--- config.mk ---
export PLATFORM = sky130hd
export DESIGN_NAME = ppe_controller
export DESIGN_NICKNAME = d
export VERILOG_FILES = /design/src/hw/rtl/ppe_pkg.sv /design/src/hw/rtl/ppe_controller.sv
export VERILOG_INCLUDE_DIRS = /design/src /design/src/hw/rtl
export SDC_FILE = /design/constraint.sdc
export NUM_CORES = 1
export LEC_CHECK = 0
export ABC_CLOCK_PERIOD_IN_PS = 2200
export BUFFER_PORTS_ARGS = -buffer_cell sky130_fd_sc_hd__buf_4
export CELL_PAD_IN_SITES_DETAIL_PLACEMENT = 2
export CELL_PAD_IN_SITES_GLOBAL_PLACEMENT = 2
export CORE_UTILIZATION = 21
export DETAILED_ROUTE_END_ITERATION = 8
export PLACE_DENSITY_LB_ADDON = 0.15
export SYNTH_ARGS = -nofsm -noshare
export SYNTH_HDL_FRONTEND = slang
export SYNTH_SLANG_ARGS = --single-unit
--- constraint.sdc ---
create_clock -name clock -period 2.2 [get_ports clock]
set_clock_uncertainty 0.1 [all_clocks]
set_input_delay 0.11 -clock clock [delete_from_list [all_inputs] [get_ports clock]]
set_output_delay 0.11 -clock clock [all_outputs]
set_load 0.03 [all_outputs]
--- src/hw/rtl/piecewise_polynomial_eval_assert.svh ---
// assertion macros used by the piecewise polynomial evaluator controller
`ifndef PIECEWISE_POLYNOMIAL_EVAL_ASSERT_SVH
`define PIECEWISE_POLYNOMIAL_EVAL_ASSERT_SVH
`ifndef SYNTHESIS
`define PPE_ASSERT_IMP(lbl, ante, cons) \
   lbl: assert property (@(posedge clock) disable iff (reset) (ante) |-> (cons)) \
      else $error("ppe assertion failed");
`define PPE_ASSERT_NXT(lbl, ante, cons) \
   lbl: assert property (@(posedge clock) disable iff (reset) (ante) |=> (cons)) \
      else $error("ppe assertion failed");
`else
`define PPE_ASSERT_IMP(lbl, ante, cons)
`define PPE_ASSERT_NXT(lbl, ante, cons)
`endif
`endif

--- src/hw/rtl/ppe_pkg.sv ---
// shared types, constants and tables of the piecewise polynomial evaluator
`default_nettype none
package ppe_pkg;
   localparam int NUM_PIECES = 8;
   localparam int MAX_COEFS  = 8;
   localparam int SLOT_W     = $clog2(NUM_PIECES);
   localparam int COEF_W     = $clog2(MAX_COEFS);
   localparam int CNT_W      = $clog2(NUM_PIECES + 1);
   localparam int CCNT_W     = $clog2(MAX_COEFS + 1);
   localparam int TBL_DEPTH  = NUM_PIECES * MAX_COEFS;

   // function codes carried in tuser
   localparam logic FUNC_LOAD = 1'b0;
   localparam logic FUNC_EVAL = 1'b1;

   // table word indexes
   localparam logic [4:0] WORD_BEGIN = 5'd0;
   localparam logic [4:0] WORD_END   = 5'd1;
   localparam logic [4:0] WORD_COUNT = 5'd2;
   localparam logic [4:0] WORD_COEF  = 5'd3;
   localparam logic [4:0] WORD_SCALE = 5'(3 + MAX_COEFS);
   localparam logic [4:0] WORD_LAST  = 5'(2 + 2 * MAX_COEFS);

   typedef enum logic [3:0] {
      ST_IDLE, ST_SCAN, ST_NDIV, ST_PINIT, ST_TRD, ST_TMUL, ST_TACC,
      ST_SMUL, ST_SACC, ST_ADIV, ST_DONE
   } state_type;

   typedef struct packed {
      logic ld_write;
      logic ev_start;
      logic slot_inc;
      logic norm_start;
      logic avg_start;
      logic div_step;
      logic pv_init;
      logic term_mul;
      logic term_acc;
      logic scale_mul;
      logic scale_acc;
      logic add_zero;
      logic rsp_load;
   } cmd_type;

   typedef struct packed {
      logic scan_end;
      logic in_range;
      logic hit;
      logic div_last;
      logic order_ge_cnt;
      logic idx_zero;
      logic num_zero;
      logic rsp_free;
   } status_type;

   // falling factorial weights indexed by {k, order}
   typedef logic [12:0] fall_tbl_type [0:63];

   function automatic fall_tbl_type build_fall();
      fall_tbl_type tbl;
      int w;
      for (int k = 0; k < 8; k++) begin
         for (int o = 0; o < 8; o++) begin
            w = 1;
            for (int j = 0; j < o; j++) begin
               w = w * (k - j);
            end
            tbl[k * 8 + o] = 13'(w);
         end
      end
      return tbl;
   endfunction

   localparam fall_tbl_type FALL_TBL = build_fall();
endpackage
`default_nettype wire

--- src/hw/rtl/ppe_controller.sv ---
// load and evaluation sequencer: load write, scan, normalize, term loop, scale, average
`default_nettype none
`include "piecewise_polynomial_eval_assert.svh"
module ppe_controller (
   input  wire logic               clock,
   input  wire logic               reset,
   input  wire logic               req_tvalid,
   input  wire logic               req_func,
   output logic                    req_tready,
   input  wire ppe_pkg::status_type status,
   output ppe_pkg::cmd_type        cmd
);
   ppe_pkg::state_type state_ff, state_in;

   // state register
   always_ff @(posedge clock) begin
      if (reset) begin
         state_ff <= ppe_pkg::ST_IDLE;
      end else begin
         state_ff <= state_in;
      end
   end

   // next state and commands
   always_comb begin
      state_in   = state_ff;
      cmd        = '0;
      req_tready = 1'b0;
      case (state_ff)
         ppe_pkg::ST_IDLE: begin
            req_tready = 1'b1;
            if (req_tvalid) begin
               if (req_func == ppe_pkg::FUNC_LOAD) begin
                  cmd.ld_write = 1'b1;
               end else begin
                  cmd.ev_start = 1'b1;
                  state_in     = ppe_pkg::ST_SCAN;
               end
            end
         end
         ppe_pkg::ST_SCAN: begin
            if (status.scan_end || (!status.in_range && status.hit)) begin
               if (status.num_zero) begin
                  state_in = ppe_pkg::ST_DONE;
               end else begin
                  cmd.avg_start = 1'b1;
                  state_in      = ppe_pkg::ST_ADIV;
               end
            end else if (status.in_range) begin
               cmd.norm_start = 1'b1;
               state_in       = ppe_pkg::ST_NDIV;
            end else begin
               cmd.slot_inc = 1'b1;
            end
         end
         ppe_pkg::ST_NDIV: begin
            cmd.div_step = 1'b1;
            if (status.div_last) begin
               state_in = ppe_pkg::ST_PINIT;
            end
         end
         ppe_pkg::ST_PINIT: begin
            if (status.order_ge_cnt) begin
               cmd.add_zero = 1'b1;
               state_in     = ppe_pkg::ST_SCAN;
            end else begin
               cmd.pv_init = 1'b1;
               state_in    = ppe_pkg::ST_TRD;
            end
         end
         ppe_pkg::ST_TRD: begin
            state_in = ppe_pkg::ST_TMUL;
         end
         ppe_pkg::ST_TMUL: begin
            cmd.term_mul = 1'b1;
            state_in     = ppe_pkg::ST_TACC;
         end
         ppe_pkg::ST_TACC: begin
            cmd.term_acc = 1'b1;
            state_in     = status.idx_zero ? ppe_pkg::ST_SMUL : ppe_pkg::ST_TRD;
         end
         ppe_pkg::ST_SMUL: begin
            cmd.scale_mul = 1'b1;
            state_in      = ppe_pkg::ST_SACC;
         end
         ppe_pkg::ST_SACC: begin
            cmd.scale_acc = 1'b1;
            state_in      = ppe_pkg::ST_SCAN;
         end
         ppe_pkg::ST_ADIV: begin
            cmd.div_step = 1'b1;
            if (status.div_last) begin
               state_in = ppe_pkg::ST_DONE;
            end
         end
         ppe_pkg::ST_DONE: begin
            if (status.rsp_free) begin
               cmd.rsp_load = 1'b1;
               state_in     = ppe_pkg::ST_IDLE;
            end
         end
         default: begin
            state_in = ppe_pkg::ST_IDLE;
         end
      endcase
   end

   // checks
   `PPE_ASSERT_IMP(a_div_step_state, cmd.div_step,
      state_ff == ppe_pkg::ST_NDIV || state_ff == ppe_pkg::ST_ADIV)
   `PPE_ASSERT_IMP(a_rsp_load_free, cmd.rsp_load, status.rsp_free)
   `PPE_ASSERT_NXT(a_ev_start_scan, cmd.ev_start, state_ff == ppe_pkg::ST_SCAN)
   `PPE_ASSERT_NXT(a_term_loop, cmd.term_acc && !status.idx_zero,
      state_ff == ppe_pkg::ST_TRD)
endmodule
`default_nettype wire

=== After elaboration in Yosys (flattened, before gate mapping) ===
Index checks and enable logic that the tools add are counted.

* Bits in registers: 4
* Bits of input ports: 12
* Word-level logic and storage cells: 56

* Muxes and demuxes: 33
* Reductions and logical operators: 6
* Eq/ne operators: 16

{| class="wikitable"
|+ Operators by type and width
! operator !! number
|-
| $pmux W4 S11 || 1
|-
| $mux W4 || 7
|-
| $mux W1 || 18
|-
| $eq A4 B3 Y1 const B || 4
|-
| $eq A4 B4 Y1 const B || 3
|-
| $mux W2 || 5
|-
| $ne A2 B2 Y1 const B || 5
|-
| $eq A4 B2 Y1 const B || 2
|-
| $mux W3 || 2
|-
| $reduce_and A6 Y1 || 1
|-
| $eq A4 B1 Y1 const B || 1
|-
| $logic_not A4 Y1 || 1
|-
| $ne A3 B3 Y1 const B || 1
|-
| $reduce_or A2 Y1 || 1
|-
| $logic_and A1 B1 Y1 || 1
|-
| $logic_not A1 Y1 || 1
|-
| $logic_or A1 B1 Y1 || 1
|}

=== Longest topological paths before layout ===
Gate-level depths: netlist (run 1).

* Depth in word-level cells: 5
* Depth in mapped cells: 5
* Depth with buffers taken out: 4

=== Worst setup path after synthesis (run 1) ===
OpenSTA, ideal clock, no wires.

* Path kind: flip-flop to flip-flop
* From: register state_ff[0]
* To: register state_ff[3]
* Slack: -0.236 ns
* Required time: 1.983 ns
* Data arrival time: 2.219 ns
* Stages on the path, launching flop included: 5
* Path through: dfxtp_1 > nor4_1 > a22oi_1 > and3_4 > a32o_1

* Cells in the longest elaborated chain, start to end: 3

{| class="wikitable"
|+ Ends and longest elaborated chain
! what !! line !! RTL
|-
| start: declaration || ppe_controller.sv:13 || <nowiki>ppe_pkg::state_type state_ff, state_in;</nowiki>
|-
| start signal: assignment || ppe_controller.sv:18 || <nowiki>state_ff <= ppe_pkg::ST_IDLE;</nowiki>
|-
| start signal: assignment || ppe_controller.sv:20 || <nowiki>state_ff <= state_in;</nowiki>
|-
| $eq A4 B1 Y1, or another cell as far along || ppe_controller.sv:29 || <nowiki>case (state_ff)</nowiki>
|-
| $ne A3 B3 Y1 (no source line) / $ne A2 B2 Y1 (equally long branches) || n/a ||
|-
| $reduce_and A6 Y1 (no source line) || n/a ||
|}

Several ways; a longest one is shown, not always the timed one.
A chain may end at the register's enable or synchronous reset.

==> results.toml, run 1 <==
[place]
gp_congestion = 0.770
dp_slack_ns = 0.193
placed_area_um2 = 704
dp_hpwl_mm = 1.42
port_buffers = 25

[floorplan]
core-area_um2 = 2020
die_h_um = 49.0
die_area_um2 = 2400
die_x_um = 49.0
placementRows = 16
num_io_pins = 26
start_util = 0.230

[clocking]
cts_sinks = 4
cts_tree = "built"
cts_inserted_buffers = 3
post_cts_buffers = 0
clk_latency_ns = 0.23
clock-root-buffer = "clkbuf_4"
cts.clk_slew.worst_paths_ns = 0.04
cts-resized-gates = 0
htree_levels = 1
cts_buffer_depth = 2

[synth]
syn-instance-count = 64
yosysTopAreaCell = "dfxtp_1"
yosysTopAreaCellShare = 0.173
synth_edf_count = 0
seq_area_frac_synth = 0.173
ys_top_cells_by_area = "dfxtp_1 17%, nor3_1 6.5%, a211oi_1 6.5%"
yosys_warnings = 0
synth_area_um2 = 464
synth_nets = 76
yosys_register_bits = 4
async_flop_share = 0
synth_top_flop_cell = "dfxtp_1"
yosysUniqueCellTypes = 31
avgSynthCellArea_um2 = 7.25

[timing]
final.setup.tns_ns = 0
fin_ws_ns = 0.123
slew_viol_final = 0
relSlewSlack = 0.706
max_freq_mhz = 482
rsz0062_at_grt = "no"
fin_crit_sh = 0.944
finalCriticalPeriod_ns = 2.08
tightest_slew_ns = 0.438
hold_viol_final = 0
setup_violations = 0

[power]
pwr-share-seq = 0.148
swShare = 0.491
power.density_nw_per_um2 = 1190
power.share.clock = 0.102
internal-power_uw = 445
switchingPower_uw = 430
combPwrFrac = 0.750
peakVddDrop_mv = 0.416
leakage_uw = 0.000326

[finish]
stdcell_area_um2 = 737
nFillCells = 241
largest-register = "state_ff"
top_regs = "state_ff: 4 flops"
largest_reg_flops = 4
syn2layout_area_growth_pct = 58.8
drive_above_1_share = 0.452
final_util = 0.364
multi_input_area_um2 = 358
n_antenna_cell = 0
layout.nets = 107
regArea_um2 = 80.1

[detailed_routing]
vias = 618
top_layer_used = "met3"
routed-wl-met2_um = 877
drtIter0Drc = 7
avgViaCountPerCell = 5.15
wl_met3_um = 50
wl_met1_um = 879
drtAntennaViolNets = 0
drt_pre_antenna_iters = 2
routed_wl_mm = 1.81
wl_per_cell_um = 15.1
drc = 0

[setup_path]
cp.arrival_ns = 1.87
worst-setup-path-type = "reg2out"
end_kind = "output pin"
required_ns = 1.99
timing.critical_path.fanout_max = 6
cp-start-kind = "flop"

[grt]
grt_max_degree = 15
grt_pass1_wl_mm = 2.95
grt_pass1_vias = 645
grt_antenna_before_repair = 0
grt_use_total = 0.154
grt_overflow_total = 0

[job]
maxCapViolCount = 0

[run_status]
status = "finished clean"

[hold_path]
hold_path.class = "in2reg"
==> cell type report <==
type,count,area share
inverters,4,0.0204
repair buffers,30,0.309
clock buffers,3,0.0306
well taps,27,0.0458
multi-input cells,52,0.486
flip-flops and latches,4,0.109
==> cells in the mapped netlist (2+ instances only) <==
library cell,number
nor4_1,2
nor2_1,7
a31oi_1,2
nor3_1,6
nand2b_1,4
a31o_2,2
nand2_1,4
nor2b_1,2
dfxtp_1,4
a211oi_1,4
inv_1,4
buf_4,2
a21oi_1,3
==> power groups by stage <==
stage	Combinational (µW)	Clock (µW)	Sequential, µW
final	657	89.2	130
after CTS	665	91.6	129
after global placement	645	0	126
after global routing	712	93.9	133
after floorplan	466	0	122
after detailed placement	660	0	130
==> worst paths after layout <==
kind / end / startpoint / depth (start not counted) / slack, ns
max reg2reg: state_ff[0] / state_ff[0] / 4 / 0.20
min reg2reg: state_ff[2] / state_ff[3] / 2 / 0.59
min: state_ff[2] / status[3] / 4 / 0.14
max: cmd[10] / state_ff[0] / 4 / 0.12
==> worst max-delay path, cell delays in order, from the launching register on <==
cell,delay (ns)
dfxtp_1,0.43
or4b_4,0.51
or4_4,0.46
inv_1,0.08
buf_4,0.15
==> stage by stage <==
step	total power, µW	hold WS, ns	std cells
after floorplan	589	0.0828	64
after global placement	771	0.219	116
after detailed placement	790	0.221	116
after CTS	886	0.134	120
after global routing	939	0.167	120
final	876	0.137	120
==> logic make-up (layout without fill, tap and decap cells) <==
family                 after synthesis  count (layout)  synth area share
buffers and inverters                8              37            0.0808
flip-flops                           4               4             0.173
multiplexers                         1               1            0.0216
AO/OA/AOI/OAI                       17              17             0.272
AND/OR/NAND/NOR                     34              34             0.453
==> placed cells by master, fill, tap and decap left out, drive strengths merged <==
cell type,count
a31oi,2
nor3b,1
a211oi,4
buf,29
and3,2
a22oi,1
a31o,2
and4,1
or3b,1
a32o,1
inv,4
nor4bb,1
nor2,7
nand2b,4
nor2b,2
nor3,6
or4,1
or4b,1
dlygate4sd3,1
a211o,2
clkbuf,3
a21oi,3
o32ai,1
nor4,2
o22ai,1
mux2i,1
dfxtp,4
nand3b,1
nand2,4
==> routing by layer <==
layer	up-vias	GRT usage
met5	-	0
met4	0	0.0294
met3	0	0.0187
met2	16	0.264
met1	302	0.207
li1	300	-
==> repair_timing <==
| item | 4_1_cts | 5_1_grt |
|---|---|---|
| endpoints found under the setup margin | 0 | 0 |
| hold buffers | 1 | 0 |
| endpoints found under the hold margin | 3 | 0 |
Power figures use the tool's default switching activity.
==> run 2, diff against run 1 <==
CELL_PAD_IN_SITES_DETAIL_PLACEMENT = not set   (was 2)
CELL_PAD_IN_SITES_GLOBAL_PLACEMENT = not set   (was 2)
CORE_UTILIZATION = 30   (was 21)
==> results.toml, run 2 (synthesis gave the netlist of run 1 again) <==
[grt]
grt_pass1_vias = 477
grt_pass1_wl_mm = 2.15
grt_max_degree = 15
grt_overflow_total = 0
grt_use_total = 0.194
grt_antenna_before_repair = 0

[power]
peakVddDrop_mv = 0.505
switchingPower_uw = 412
internal-power_uw = 445
leakage_uw = 0.000326
power.share.clock = 0.108
pwr-share-seq = 0.154
combPwrFrac = 0.738
power.density_nw_per_um2 = 1190
swShare = 0.480

[clocking]
cts_inserted_buffers = 3
cts_tree = "built"
clock-root-buffer = "clkbuf_4"
cts.clk_slew.worst_paths_ns = 0.04
clk_latency_ns = 0.24
cts_buffer_depth = 2
cts_sinks = 4
htree_levels = 1
post_cts_buffers = 0

[hold_path]
holdPathStages = 4
hold_path.class = "in2reg"

[setup_path]
end_kind = "output pin"
max_stage_delay_ns = 0.51
path_cells = "or4b_4 > or4_4 > inv_1 > buf_4"
timing.critical_path.fanout_max = 7
cp.depth = 4
cp.arrival_ns = 1.86
slowest_stage = "or4b_4"
reg2reg_depth = 4
crit_buf_inv = 2
required_ns = 1.99
crit_family = "simple AND/OR/NAND/NOR gates"
worst-setup-path-type = "reg2out"
cp-start-kind = "flop"

[run_status]
status = "finished clean"

[floorplan]
start_util = 0.340
die_h_um = 41.3
num_io_pins = 26
die_x_um = 41.3
placementRows = 13
die_area_um2 = 1710
core-area_um2 = 1370

[timing]
rsz0062_at_grt = "no"
setup_violations = 0
finalCriticalPeriod_ns = 2.07
hold_viol_final = 0
fin_crit_sh = 0.942
slew_viol_final = 0
relSlewSlack = 0.737
final.setup.tns_ns = 0
max_freq_mhz = 482
tightest_slew_ns = 0.391

[finish]
n_antenna_cell = 0
final_util = 0.528
drive_above_1_share = 0.452
layout.nets = 107
largest-register = "state_ff"
largest_reg_flops = 4
top_regs = "state_ff: 4 flops"
syn2layout_area_growth_pct = 55.5
layout_commonest_cell = "buf_4"
mostFrequentLayoutCells = "29 x buf_4, 7 x nor2_1, 6 x nor3_1"

[detailed_routing]
drtIter0Drc = 12
drc = 0
drtAntennaViolNets = 0
routed_wl_mm = 1.40
drt_pre_antenna_iters = 4
avgViaCountPerCell = 5.39
wl_per_cell_um = 13.0
vias = 582

[job]
maxCapViolCount = 0

[place]
port_buffers = 25
gp_congestion = 0.831
dp_hpwl_mm = 1.11
## run 2: metal layers
metal	GRT usage	wire (µm)	share of wire	vias up
li1	-	-	-	307
met3	0.0160	57	0.041	2
met1	0.254	666	0.48	253
met4	0.0484	19	0.014	0
met2	0.340	658	0.47	20
met5	0	0	0	-
## run 2: metrics by stage
stage,hold slack (ns),std cells,power (µW),area [µm²],setup slack (ns)
detailed placement,0.218,104,758,689,0.202
finish,0.121,108,857,722,0.127
CTS,0.112,108,858,722,0.123
global placement,0.217,104,753,689,0.227
global route,0.143,108,924,722,0.0532
floorplan,0.0828,64,589,475,0.241
## run 2: area by class of cell
class / count / area [µm²]
fill: 145 / 644
multi-input combinational: 52 / 358
timing repair buffer: 30 / 228
sequential: 4 / 80.1
clock buffer: 3 / 22.5
tap: 15 / 18.8
inverter: 4 / 15.0
## run 2: repair_timing
item	CTS	global route
hold buffers	1	0
hold endpoints to repair	3	0
gates resized for setup	0	0
## run 2: worst register-to-register path: stages, from the launching register on
cell	delay (ns)
dfxtp_1	0.44
or4b_4	0.51
or4_4	0.45
and3_4	0.18
a32o_1	0.21
## run 2: path summary, 6_finish.rpt
path         slack, ns     endpoint   startpoint
min               0.12  state_ff[2]    status[3]
max               0.13      cmd[10]  state_ff[0]
min reg2reg       0.57  state_ff[0]  state_ff[0]
max reg2reg       0.19  state_ff[3]  state_ff[0]
## run 2: power groups by stage
stage	Combinational, µW	Clock [µW]	Sequential [µW]
2_1_floorplan	466	0	122
3_3_place_gp	624	0	129
6_report	632	92.5	132
3_5_place_dp	627	0	132
5_1_grt	687	99.9	138
4_1_cts	630	96.6	131
